File: config.mk
export PLATFORM = sky130hd
export DESIGN_NAME = julian_date_to_calendar
export DESIGN_NICKNAME = d
export VERILOG_FILES = /design/src/rtl/jdc_pkg.sv /design/src/rtl/jdc_date.sv /design/src/rtl/jdc_time.sv /design/src/rtl/julian_date_to_calendar.sv
export SDC_FILE = /design/constraint.sdc
export NUM_CORES = 2
export LEC_CHECK = 0
export ABC_AREA = 1
export BUFFER_PORTS_ARGS = -buffer_cell sky130_fd_sc_hd__buf_2
export CORE_MARGIN = 2
export CORE_UTILIZATION = 30
export CTS_BUF_LIST = sky130_fd_sc_hd__clkbuf_4 sky130_fd_sc_hd__clkbuf_8
export CTS_CLUSTER_SIZE = 30
export DETAILED_ROUTE_END_ITERATION = 10
export SLEW_MARGIN = 20
export SYNTH_ARGS = -nofsm -noshare
export SYNTH_HDL_FRONTEND = slang
export SYNTH_SLANG_ARGS = --single-unit
File: constraint.sdc
create_clock -name clk -period 13.1 [get_ports clk]
set_input_delay 0.655 -clock clk [delete_from_list [all_inputs] [get_ports clk]]
set_output_delay 0.655 -clock clk [all_outputs]
set_load 0.005 [all_outputs]
File: src/rtl/jdc_pkg.sv
// ----------------------------------------------------------------------------
// jdc_pkg
// Shared constants, result types and the month table for the Julian date
// to calendar converter.
// ----------------------------------------------------------------------------
package jdc_pkg;

  localparam int unsigned DAY_BITS_DEF  = 22;
  localparam int unsigned FRAC_BITS_DEF = 32;

  localparam int unsigned EPOCH_DAY    = 1721425;
  localparam int unsigned MIN_DAY      = 1721119;
  localparam int unsigned DAYS_400Y    = 146097;
  localparam int unsigned DAYS_100Y    = 36524;
  localparam int unsigned DAYS_4Y      = 1461;
  localparam int unsigned DAYS_1Y      = 365;
  localparam int unsigned DAYS_JAN_FEB = 59;
  localparam int unsigned SECS_PER_DAY = 86400;
  localparam int unsigned SECS_PER_MIN = 60;
  localparam int unsigned MONTH_MUL    = 12;
  localparam int unsigned MONTH_BIAS   = 373;
  localparam int unsigned MONTH_DIV    = 367;
  localparam int unsigned YEAR_SPAN    = 400;
  localparam int unsigned CENT_SPAN    = 100;

  // day number offset so that the 400-year quotient is never negative
  localparam int unsigned DEP_OFS = EPOCH_DAY - DAYS_400Y;

  // reciprocal multipliers: floor(n / d) = (n * M) >> K over the used range
  localparam int unsigned K1461 = 27;
  localparam int unsigned M1461 = ((1 << K1461) + DAYS_4Y - 1) / DAYS_4Y;
  localparam int unsigned K367  = 22;
  localparam int unsigned M367  = ((1 << K367) + MONTH_DIV - 1) / MONTH_DIV;
  localparam int unsigned K60   = 23;
  localparam int unsigned M60   = ((1 << K60) + SECS_PER_MIN - 1) / SECS_PER_MIN;

  localparam int unsigned R400_W  = 18;
  localparam int unsigned R100_W  = 16;
  localparam int unsigned R4_W    = 11;
  localparam int unsigned C100_W  = 3;
  localparam int unsigned Q4_W    = 5;
  localparam int unsigned YI_W    = 3;
  localparam int unsigned YDAY_W  = 9;
  localparam int unsigned MN_W    = 13;
  localparam int unsigned M1461_W = 17;
  localparam int unsigned M367_W  = 14;
  localparam int unsigned M60_W   = 18;
  localparam int unsigned SPD_W   = 17;
  localparam int unsigned TOD_W   = 17;
  localparam int unsigned Q60_W   = 11;

  localparam int unsigned YEAR_W  = 13;
  localparam int unsigned MONTH_W = 4;
  localparam int unsigned DAY_W   = 5;
  localparam int unsigned HOUR_W  = 5;
  localparam int unsigned MIN_W   = 6;
  localparam int unsigned SEC_W   = 6;

  localparam int unsigned DATE_LAT = 9;
  localparam int unsigned TIME_LAT = 5;

  typedef struct packed {
    logic               valid;
    logic               err;
    logic [YEAR_W-1:0]  year;
    logic [MONTH_W-1:0] month;
    logic [DAY_W-1:0]   day;
  } date_t;

  typedef struct packed {
    logic [HOUR_W-1:0] hour;
    logic [MIN_W-1:0]  minute;
    logic [SEC_W-1:0]  second;
  } tod_t;

  // days from 1 Jan to the first of month m, before the leap correction
  function automatic logic [YDAY_W-1:0] month_base(input logic [MONTH_W-1:0] m);
    logic [YDAY_W-1:0] b;
    unique case (m)
      4'd1:    b = 9'd0;
      4'd2:    b = 9'd31;
      4'd3:    b = 9'd61;
      4'd4:    b = 9'd92;
      4'd5:    b = 9'd122;
      4'd6:    b = 9'd153;
      4'd7:    b = 9'd183;
      4'd8:    b = 9'd214;
      4'd9:    b = 9'd245;
      4'd10:   b = 9'd275;
      4'd11:   b = 9'd306;
      4'd12:   b = 9'd336;
      default: b = 9'd0;
    endcase
    return b;
  endfunction

endpackage

File: src/rtl/jdc_date.sv
// ----------------------------------------------------------------------------
// jdc_date
// Nine-stage pipeline from offset civil day number to Gregorian year, month
// and day via 400/100/4/1-year cycle decomposition.
// ----------------------------------------------------------------------------
module jdc_date #(
  parameter int unsigned DAY_BITS = jdc_pkg::DAY_BITS_DEF
) (
  input  logic                clk,
  input  logic                rst_n,
  input  logic                in_valid,
  input  logic                in_err,
  input  logic [DAY_BITS-1:0] in_dep,
  output jdc_pkg::date_t      date_o
);

  localparam int unsigned QW   = DAY_BITS - 17;
  localparam int unsigned K400 = DAY_BITS + 18;
  localparam int unsigned PW   = 2 * DAY_BITS + 1;
  localparam longint unsigned M400_L =
    ((64'd1 << K400) + 64'(jdc_pkg::DAYS_400Y - 1)) / 64'(jdc_pkg::DAYS_400Y);
  localparam logic [DAY_BITS:0] M400 = M400_L[DAY_BITS:0];
  localparam int unsigned P1461_W = jdc_pkg::R100_W + jdc_pkg::M1461_W;
  localparam int unsigned P367_W  = jdc_pkg::MN_W + jdc_pkg::M367_W;

  logic [jdc_pkg::DATE_LAT-1:0] vld_r;
  logic [jdc_pkg::DATE_LAT-1:0] err_r;

  // stage 1
  logic [PW-1:0]       prod400;
  logic [QW-1:0]       q1_nxt, q1_r;
  logic [DAY_BITS-1:0] dep1_r;
  // stage 2
  logic [jdc_pkg::R400_W-1:0] r400_nxt, r400_r;
  logic [QW-1:0]              q2_r;
  // stage 3
  logic [jdc_pkg::C100_W-1:0] c100_nxt, c3_r;
  logic [jdc_pkg::R400_W-1:0] cbase;
  logic [jdc_pkg::R100_W-1:0] r100_nxt, r100_r;
  logic [QW-1:0]              q3_r;
  // stage 4
  logic [P1461_W-1:0]         prod1461;
  logic [jdc_pkg::Q4_W-1:0]   q4_nxt, q4_r;
  logic [jdc_pkg::R100_W-1:0] r100b_r;
  logic [jdc_pkg::C100_W-1:0] c4_r;
  logic [QW-1:0]              q4y_r;
  // stage 5
  logic [jdc_pkg::R4_W-1:0]   r4_nxt, r4_r;
  logic [jdc_pkg::Q4_W-1:0]   q4b_r;
  logic [jdc_pkg::C100_W-1:0] c5_r;
  logic [QW-1:0]              q5_r;
  // stage 6
  logic [jdc_pkg::YI_W-1:0]   yi;
  logic                       special;
  logic [jdc_pkg::YEAR_W-1:0] year_nxt, year6_r;
  logic [jdc_pkg::YDAY_W-1:0] yday_nxt, yday6_r;
  logic                       leap_nxt, leap6_r;
  // stage 7
  logic [jdc_pkg::YDAY_W-1:0] feb_end;
  logic [jdc_pkg::MN_W-1:0]   ladj;
  logic [jdc_pkg::MN_W-1:0]   n_nxt, n_r;
  logic [jdc_pkg::YEAR_W-1:0] year7_r;
  logic [jdc_pkg::YDAY_W-1:0] yday7_r;
  logic                       leap7_r;
  // stage 8
  logic [P367_W-1:0]           prod367;
  logic [jdc_pkg::MONTH_W-1:0] month_nxt, month8_r;
  logic [jdc_pkg::YEAR_W-1:0]  year8_r;
  logic [jdc_pkg::YDAY_W-1:0]  yday8_r;
  logic                        leap8_r;
  // stage 9
  logic [jdc_pkg::YDAY_W:0]    dsum;
  logic [jdc_pkg::YDAY_W:0]    madj;
  logic [jdc_pkg::DAY_W-1:0]   day_nxt, day9_r;
  logic [jdc_pkg::MONTH_W-1:0] month9_r;
  logic [jdc_pkg::YEAR_W-1:0]  year9_r;

  always_comb begin
    prod400 = PW'(in_dep) * PW'(M400);
    q1_nxt  = prod400[PW-1:K400];

    r400_nxt = jdc_pkg::R400_W'(dep1_r
               - DAY_BITS'(DAY_BITS'(q1_r) * DAY_BITS'(jdc_pkg::DAYS_400Y)));

    if (r400_r >= jdc_pkg::R400_W'(4 * jdc_pkg::DAYS_100Y)) begin
      c100_nxt = 3'd4;
      cbase    = jdc_pkg::R400_W'(4 * jdc_pkg::DAYS_100Y);
    end else if (r400_r >= jdc_pkg::R400_W'(3 * jdc_pkg::DAYS_100Y)) begin
      c100_nxt = 3'd3;
      cbase    = jdc_pkg::R400_W'(3 * jdc_pkg::DAYS_100Y);
    end else if (r400_r >= jdc_pkg::R400_W'(2 * jdc_pkg::DAYS_100Y)) begin
      c100_nxt = 3'd2;
      cbase    = jdc_pkg::R400_W'(2 * jdc_pkg::DAYS_100Y);
    end else if (r400_r >= jdc_pkg::R400_W'(jdc_pkg::DAYS_100Y)) begin
      c100_nxt = 3'd1;
      cbase    = jdc_pkg::R400_W'(jdc_pkg::DAYS_100Y);
    end else begin
      c100_nxt = 3'd0;
      cbase    = '0;
    end
    r100_nxt = jdc_pkg::R100_W'(r400_r - cbase);

    prod1461 = P1461_W'(r100_r) * P1461_W'(jdc_pkg::M1461);
    q4_nxt   = prod1461[jdc_pkg::K1461 +: jdc_pkg::Q4_W];

    r4_nxt = jdc_pkg::R4_W'(r100b_r
             - jdc_pkg::R100_W'(jdc_pkg::R100_W'(q4_r) * jdc_pkg::R100_W'(jdc_pkg::DAYS_4Y)));

    if (r4_r >= jdc_pkg::R4_W'(4 * jdc_pkg::DAYS_1Y)) begin
      yi = 3'd4;
    end else if (r4_r >= jdc_pkg::R4_W'(3 * jdc_pkg::DAYS_1Y)) begin
      yi = 3'd3;
    end else if (r4_r >= jdc_pkg::R4_W'(2 * jdc_pkg::DAYS_1Y)) begin
      yi = 3'd2;
    end else if (r4_r >= jdc_pkg::R4_W'(jdc_pkg::DAYS_1Y)) begin
      yi = 3'd1;
    end else begin
      yi = 3'd0;
    end
    // last day of a leap 4- or 400-year cycle
    special  = (c5_r == 3'd4) || (yi == 3'd4);
    year_nxt = jdc_pkg::YEAR_W'(q5_r) * jdc_pkg::YEAR_W'(jdc_pkg::YEAR_SPAN)
               - jdc_pkg::YEAR_W'(jdc_pkg::YEAR_SPAN)
               + jdc_pkg::YEAR_W'(c5_r) * jdc_pkg::YEAR_W'(jdc_pkg::CENT_SPAN)
               + jdc_pkg::YEAR_W'({q4b_r, 2'b00})
               + jdc_pkg::YEAR_W'(yi)
               + jdc_pkg::YEAR_W'(!special);
    yday_nxt = special ? jdc_pkg::YDAY_W'(jdc_pkg::DAYS_1Y)
                       : jdc_pkg::YDAY_W'(r4_r
                         - jdc_pkg::R4_W'(jdc_pkg::R4_W'(yi) * jdc_pkg::R4_W'(jdc_pkg::DAYS_1Y)));
    leap_nxt = special ||
               ((yi == 3'd3) && ((q4b_r != jdc_pkg::Q4_W'(24)) || (c5_r == 3'd3)));

    feb_end = jdc_pkg::YDAY_W'(jdc_pkg::DAYS_JAN_FEB) + jdc_pkg::YDAY_W'(leap6_r);
    if (yday6_r < feb_end) begin
      ladj = '0;
    end else begin
      ladj = leap6_r ? jdc_pkg::MN_W'(1) : jdc_pkg::MN_W'(2);
    end
    n_nxt = (jdc_pkg::MN_W'(yday6_r) + ladj) * jdc_pkg::MN_W'(jdc_pkg::MONTH_MUL)
            + jdc_pkg::MN_W'(jdc_pkg::MONTH_BIAS);

    prod367   = P367_W'(n_r) * P367_W'(jdc_pkg::M367);
    month_nxt = prod367[jdc_pkg::K367 +: jdc_pkg::MONTH_W];

    if (month8_r > jdc_pkg::MONTH_W'(2)) begin
      madj = leap8_r ? 10'd1 : 10'd2;
    end else begin
      madj = '0;
    end
    dsum    = 10'(yday8_r) + 10'd1 - 10'(jdc_pkg::month_base(month8_r)) + madj;
    day_nxt = jdc_pkg::DAY_W'(dsum);
  end

  always_ff @(posedge clk) begin
    if (!rst_n) begin
      vld_r <= '0;
    end else begin
      vld_r <= {vld_r[jdc_pkg::DATE_LAT-2:0], in_valid};
    end
  end

  always_ff @(posedge clk) begin
    err_r    <= {err_r[jdc_pkg::DATE_LAT-2:0], in_err};
    dep1_r   <= in_dep;
    q1_r     <= q1_nxt;
    r400_r   <= r400_nxt;
    q2_r     <= q1_r;
    c3_r     <= c100_nxt;
    r100_r   <= r100_nxt;
    q3_r     <= q2_r;
    q4_r     <= q4_nxt;
    r100b_r  <= r100_r;
    c4_r     <= c3_r;
    q4y_r    <= q3_r;
    r4_r     <= r4_nxt;
    q4b_r    <= q4_r;
    c5_r     <= c4_r;
    q5_r     <= q4y_r;
    year6_r  <= year_nxt;
    yday6_r  <= yday_nxt;
    leap6_r  <= leap_nxt;
    n_r      <= n_nxt;
    year7_r  <= year6_r;
    yday7_r  <= yday6_r;
    leap7_r  <= leap6_r;
    month8_r <= month_nxt;
    year8_r  <= year7_r;
    yday8_r  <= yday7_r;
    leap8_r  <= leap7_r;
    day9_r   <= day_nxt;
    month9_r <= month8_r;
    year9_r  <= year8_r;
  end

  assign date_o = '{valid: vld_r[jdc_pkg::DATE_LAT-1],
                    err:   err_r[jdc_pkg::DATE_LAT-1],
                    year:  year9_r,
                    month: month9_r,
                    day:   day9_r};

endmodule

File: src/rtl/jdc_time.sv
// ----------------------------------------------------------------------------
// jdc_time
// Pipeline from civil day fraction to rounded hour, minute and second,
// padded to the latency of the date pipeline.
// ----------------------------------------------------------------------------
module jdc_time #(
  parameter int unsigned FRAC_BITS = jdc_pkg::FRAC_BITS_DEF
) (
  input  logic                 clk,
  input  logic [FRAC_BITS-1:0] in_cf,
  output jdc_pkg::tod_t        tod_o
);

  localparam int unsigned TPW   = FRAC_BITS + jdc_pkg::SPD_W;
  localparam int unsigned P60AW = jdc_pkg::TOD_W + jdc_pkg::M60_W;
  localparam int unsigned P60BW = jdc_pkg::Q60_W + jdc_pkg::M60_W;
  localparam int unsigned PAD   = jdc_pkg::DATE_LAT - jdc_pkg::TIME_LAT;
  localparam logic [TPW-1:0] HALF = TPW'(1) << (FRAC_BITS - 1);

  logic [TPW-1:0]                 tp_nxt, tp_r;
  logic [jdc_pkg::TOD_W-1:0]      ij_nxt, ij_r, ij3_r;
  logic [P60AW-1:0]               p60a;
  logic [jdc_pkg::Q60_W-1:0]      q60_nxt, q60_r, q60b_r;
  logic [P60BW-1:0]               p60b;
  logic [jdc_pkg::HOUR_W-1:0]     hq_nxt, hq_r;
  logic [jdc_pkg::SEC_W-1:0]      sec_nxt, sec4_r;
  logic [jdc_pkg::MIN_W-1:0]      min_nxt;
  jdc_pkg::tod_t                  t5_r;
  jdc_pkg::tod_t                  pad_r [PAD];

  always_comb begin
    tp_nxt  = TPW'(in_cf) * TPW'(jdc_pkg::SECS_PER_DAY);
    ij_nxt  = jdc_pkg::TOD_W'((tp_r + HALF) >> FRAC_BITS);
    p60a    = P60AW'(ij_r) * P60AW'(jdc_pkg::M60);
    q60_nxt = p60a[jdc_pkg::K60 +: jdc_pkg::Q60_W];
    sec_nxt = jdc_pkg::SEC_W'(ij3_r
              - jdc_pkg::TOD_W'(jdc_pkg::TOD_W'(q60_r) * jdc_pkg::TOD_W'(jdc_pkg::SECS_PER_MIN)));
    p60b    = P60BW'(q60_r) * P60BW'(jdc_pkg::M60);
    hq_nxt  = p60b[jdc_pkg::K60 +: jdc_pkg::HOUR_W];
    min_nxt = jdc_pkg::MIN_W'(q60b_r
              - jdc_pkg::Q60_W'(jdc_pkg::Q60_W'(hq_r) * jdc_pkg::Q60_W'(jdc_pkg::SECS_PER_MIN)));
  end

  always_ff @(posedge clk) begin
    tp_r   <= tp_nxt;
    ij_r   <= ij_nxt;
    q60_r  <= q60_nxt;
    ij3_r  <= ij_r;
    hq_r   <= hq_nxt;
    sec4_r <= sec_nxt;
    q60b_r <= q60_r;
    t5_r   <= '{hour: hq_r, minute: min_nxt, second: sec4_r};
    pad_r[0] <= t5_r;
    for (int i = 1; i < PAD; i++) begin
      pad_r[i] <= pad_r[i-1];
    end
  end

  assign tod_o = pad_r[PAD-1];

endmodule

File: src/rtl/julian_date_to_calendar.sv
// ----------------------------------------------------------------------------
// julian_date_to_calendar
// Julian date (unsigned fixed point) to Gregorian date and rounded civil time.
//
//   channel  ports                          handshake
//   request  in_julian_fixed                start, busy
//   result   out_status .. out_second       out_strobe (one cycle)
//
// One request per cycle; busy is never raised and results cannot be held off,
// so nothing stalls.
// The accepting edge loads the decode stage, nine date stages follow (time
// of day runs alongside) and the output register, loaded after them, raises
// the result strobe.
// Synchronous active-low reset clears the valid pipeline only.
// ----------------------------------------------------------------------------
module julian_date_to_calendar #(
  parameter int unsigned DAY_BITS  = jdc_pkg::DAY_BITS_DEF,
  parameter int unsigned FRAC_BITS = jdc_pkg::FRAC_BITS_DEF
) (
  input  logic                          clk,
  input  logic                          rst_n,
  input  logic                          start,
  output logic                          busy,
  input  logic [DAY_BITS+FRAC_BITS-1:0] in_julian_fixed,
  output logic                          out_strobe,
  output logic                          out_status,
  output logic [jdc_pkg::YEAR_W-1:0]    out_year,
  output logic [jdc_pkg::MONTH_W-1:0]   out_month,
  output logic [jdc_pkg::DAY_W-1:0]     out_day_of_month,
  output logic [jdc_pkg::HOUR_W-1:0]    out_hour,
  output logic [jdc_pkg::MIN_W-1:0]     out_minute,
  output logic [jdc_pkg::SEC_W-1:0]     out_second
);

  logic                 req;
  logic [DAY_BITS-1:0]  ipart;
  logic                 frac_hi;
  logic                 err_nxt;
  logic [DAY_BITS-1:0]  dep_nxt;
  logic [FRAC_BITS-1:0] cf_nxt;

  logic                 vld0_r;
  logic                 err0_r;
  logic [DAY_BITS-1:0]  dep0_r;
  logic [FRAC_BITS-1:0] cf0_r;

  jdc_pkg::date_t date;
  jdc_pkg::tod_t  tod;

  logic                        strobe_r;
  logic                        status_r;
  logic [jdc_pkg::YEAR_W-1:0]  year_r;
  logic [jdc_pkg::MONTH_W-1:0] month_r;
  logic [jdc_pkg::DAY_W-1:0]   day_r;
  logic [jdc_pkg::HOUR_W-1:0]  hour_r;
  logic [jdc_pkg::MIN_W-1:0]   minute_r;
  logic [jdc_pkg::SEC_W-1:0]   second_r;

  assign busy = 1'b0;
  assign req  = start & ~busy;

  // civil day starts at the half day; fraction rotated by a half day
  always_comb begin
    ipart   = in_julian_fixed[DAY_BITS+FRAC_BITS-1:FRAC_BITS];
    frac_hi = in_julian_fixed[FRAC_BITS-1];
    err_nxt = (ipart < DAY_BITS'(jdc_pkg::MIN_DAY)) ||
              ((ipart == DAY_BITS'(jdc_pkg::MIN_DAY)) && !frac_hi);
    dep_nxt = ipart - DAY_BITS'(jdc_pkg::DEP_OFS) - DAY_BITS'(!frac_hi);
    cf_nxt  = {~frac_hi, in_julian_fixed[FRAC_BITS-2:0]};
  end

  always_ff @(posedge clk) begin
    if (!rst_n) begin
      vld0_r   <= 1'b0;
      strobe_r <= 1'b0;
    end else begin
      vld0_r   <= req;
      strobe_r <= date.valid;
    end
  end

  always_ff @(posedge clk) begin
    if (req) begin
      err0_r <= err_nxt;
      dep0_r <= dep_nxt;
      cf0_r  <= cf_nxt;
    end
    if (date.valid) begin
      status_r <= date.err;
      year_r   <= date.err ? '0 : date.year;
      month_r  <= date.err ? '0 : date.month;
      day_r    <= date.err ? '0 : date.day;
      hour_r   <= date.err ? '0 : tod.hour;
      minute_r <= date.err ? '0 : tod.minute;
      second_r <= date.err ? '0 : tod.second;
    end
  end

  jdc_date #(
    .DAY_BITS (DAY_BITS)
  ) u_date (
    .clk      (clk),
    .rst_n    (rst_n),
    .in_valid (vld0_r),
    .in_err   (err0_r),
    .in_dep   (dep0_r),
    .date_o   (date)
  );

  jdc_time #(
    .FRAC_BITS (FRAC_BITS)
  ) u_time (
    .clk   (clk),
    .in_cf (cf0_r),
    .tod_o (tod)
  );

  assign out_strobe       = strobe_r;
  assign out_status       = status_r;
  assign out_year         = year_r;
  assign out_month        = month_r;
  assign out_day_of_month = day_r;
  assign out_hour         = hour_r;
  assign out_minute       = minute_r;
  assign out_second       = second_r;

endmodule
==> flow_summary.yaml <==
synthesis:
  synthXorXnorAreaFrac_pct: 3.72
  netlist_area_um2: 46100
  synthTopCellsByArea: "ha_1 25%, fa_1 21%, dfxtp_1 17%"
  synthFlopType: "dfxtp_1"
  synthDistinctLibCells: 59
  yosysTopAreaCell: "ha_1"
  synth_seq_area_share_pct: 23.3
  synthAdderAreaFrac_pct: 45.9
  syn_area_per_cell_um2: 9.24
  ys_warn_count: 0
  synth-async-reset-ratio_pct: 0
  yosysMostFrequentCell: "inv_1"
  synth_commonest_cells: "1269 x inv_1, 910 x ha_1, 544 x nand2_1"
  synthSimpleGateAreaFrac_pct: 10.4
  synth_edf_count: 95
  synth_compound_area_share_pct: 6.22
  synth_top_area_share_pct: 24.7
  synth_seq_cells: 490
  synth_cells: 4991
  synth_top_family_by_area: "adder cells"
  synthMuxAreaShare_pct: 0
timing:
  relSlewSlack_pct: 37.9
  slew_viol_final: 0
  setup_tns_ns: 0
  hold_viol: 0
  setup_ws_ns: 6.93
  finalCritPeriodShare_pct: 47.1
  rsz0062_at_grt: "false"
  fin_skew_ns: 0.0473
  worst_pin_slew_ns: 0.932
  setup_violations: 0
  fmax_mhz: 162
  min_period_ns: 6.17
critical_path:
  cp-end-kind: "flop"
  r2r_end: "u_date.q1_r[3]"
  cp.required_ns: 13.74
  cp_slowest_stage_delay_ns: 0.59
  path_cells: "inv_1 -> fa_1 -> inv_1 -> fa_1 -> inv_1 -> fa_1 -> fa_1 -> fa_1 -> inv_1 -> fa_1 -> inv_1 -> fa_1 -> inv_1 -> ha_1 -> nand2_1 -> nor4_1 -> o21ai_0 -> o2111ai_1 -> nand2_1 -> nand4_1 -> nand2_1"
  cp.arrival_ns: 6.80
  rrSetupSlack_ns: 6.93
  crit_path_max_fanout: 7
  rr_worst_depth: 21
  reg2reg_from: "dep0_r[3]"
  worst_setup_path_start_kind: "flop"
  crit_top_cell: "fa_1"
  crit_family: "adder cells"
  path_depth: 21
  slowest_stage: "fa_1"
  criticalPathCategory: "flop to flop"
  path_buf_inv: 6
status:
  status: "finished, final reports clean"
placed_design:
  gp_congestion: 0.888
  dp_hpwl_mm: 82.8
  dpl-instance-area_um2: 49100
  dp_slack_ns: 6.94
  port_buffers: 97
clock_network:
  cts_sinks: 490
  clk_latency_ns: 0.76
  cts_buffers: 83
  htreeDepth: 3
  post_cts_buffers: 0
  clockBufferDepth: 3
  clkTransAtPathRegs_ns: 0.06
  root_buffer: "clkbuf_8"
  cts_tree: "done"
  postCtsHoldBufs: 9
  cts_resized: 0
grt:
  grt.total_usage_pct: 12.6
  gr-total-overflow: 0
  grt_max_degree: 57
  antenna_found_initial: 3
  grt_pass1_vias: 33400
  grt_pass1_wl_mm: 162
hold_path:
  hold_start: "in_julian_fixed[30]"
  holdPathStages: 1
  hold_path.class: "input port to flop"
  whs_endpoint: "cf0_r[30]"
drt:
  drt_pass1_iterations: 5
  wl_per_cell_um: 13.1
  route.detailed.drc: 0
  dr.first_iter.drc_count: 1311
  num_vias: 31700
  drt_wl_total_mm: 95.4
  via_per_inst: 4.36
  detail-route-antenna-nets: 0
die:
  die_x_um: 396
  die_area_um2: 157000
  rows: 143
  initial_core_util_pct: 30.3
  die_y_um: 396
  core_area_um2: 152000
  ios: 99
job:
  maxCapViolCount: 0
final_layout:
  final_area_um2: 51100
  nets: 6632
  drive_gt1_share_pct: 5.83
  final_util_pct: 33.6
  area_growth_pct: 10.8
==> metrics by stage <==
step	hold WS, ns	instances
after CTS	0.00546	7275
after detailed placement	0.312	7112
after global placement	0.311	7112
final	0.112	7277
after floorplan	0.310	4992
after global routing	0.0482	7277
==> area by class of cell <==
| type | count | area [µm²] |
|---|---|---|
| flip-flops and latches | 490 | 10800 |
| clock inverters | 39 | 430 |
| repair buffers | 107 | 583 |
| inverters | 1276 | 4790 |
| multi-input cells | 3218 | 30600 |
| well taps | 2030 | 2540 |
| fillers | 15600 | 101000 |
| clock buffers | 115 | 1470 |
| diodes | 2 | 5.00 |
==> sequential cells by signal (all words and copies together), names as in the netlist, 17 cells and up, named ones only <==
| name | cells |
|---|---|
| u_time.t5_r | 17 |
| cf0_r | 32 |
| u_time.tp_r | 18 |
| u_time.pad_r | 68 |
| u_date.r400_r | 18 |
| u_date.dep1_r | 18 |
| u_time.ij_r | 17 |
| dep0_r | 22 |
==> cells by family after synthesis <==
logic type	Yosys count
DFF	490
buffers and inverters	1284
adders and majority gates	1399
AOI/OAI and AO/OA	500
other	2
and+or+nand+nor	1121
xor gates and xnor gates	195
==> routing by layer <==
layer  global-route usage [%]  vias up  wire, µm
met2                     21.1      486     44200
met4                     3.06        2      2270
li1                         -    16100         -
met1                     16.7    15000     45300
met5                        0        -        13
met3                     2.17      137      3510
==> worst reg2reg max path, cell delays in order, from the launching register on <==
cell	delay, ns
edfxtp_1	0.54
inv_1	0.18
fa_1	0.56
inv_1	0.05
fa_1	0.50
inv_1	0.06
fa_1	0.51
fa_1	0.52
fa_1	0.59
inv_1	0.07
fa_1	0.53
inv_1	0.05
fa_1	0.49
inv_1	0.04
ha_1	0.33
nand2_1	0.11
nor4_1	0.38
o21ai_0	0.19
o2111ai_1	0.12
nand2_1	0.09
nand4_1	0.10
nand2_1	0.06
==> worst max-delay path by stage <==
| stage | to | startpoint | slack [ns] |
|---|---|---|---|
| floorplan | u_date.q1_r[3] | dep0_r[3] | 7.47 |
| global placement | u_date.q1_r[3] | dep0_r[3] | 7.03 |
| detailed placement | u_date.q1_r[3] | dep0_r[3] | 6.94 |
| CTS | u_date.q1_r[3] | dep0_r[3] | 6.90 |
| global route | u_date.q1_r[3] | dep0_r[3] | 6.62 |
| finish | u_date.q1_r[3] | dep0_r[3] | 6.93 |
==> cell usage in the layout (no fill, tap or decap), drive strengths merged, types with 2 or more instances in the layout <==
cell	n
nor3b	3
xnor2	69
nand2	553
a21o	20
inv	1286
clkinvlp	4
fa	489
nor4	18
nand4	44
nor3	39
o21bai	17
ha	910
and3	2
o221ai	5
o21ai	135
edfxtp	95
a211oi	11
o211ai	15
diode	2
xor2	126
or2	9
and2	2
o2111ai	7
nor2	321
a21boi	12
conb	3
bufinv	5
o31ai	7
clkinv	20
nand3b	6
dlygate4sd3	9
a31oi	24
a21oi	230
dfxtp	395
clkbuf	115
buf	98
o21a	12
nand3	124
Power is not shown: default switching activity piles up to over one toggle a cycle in this logic, so the estimate is an artifact.
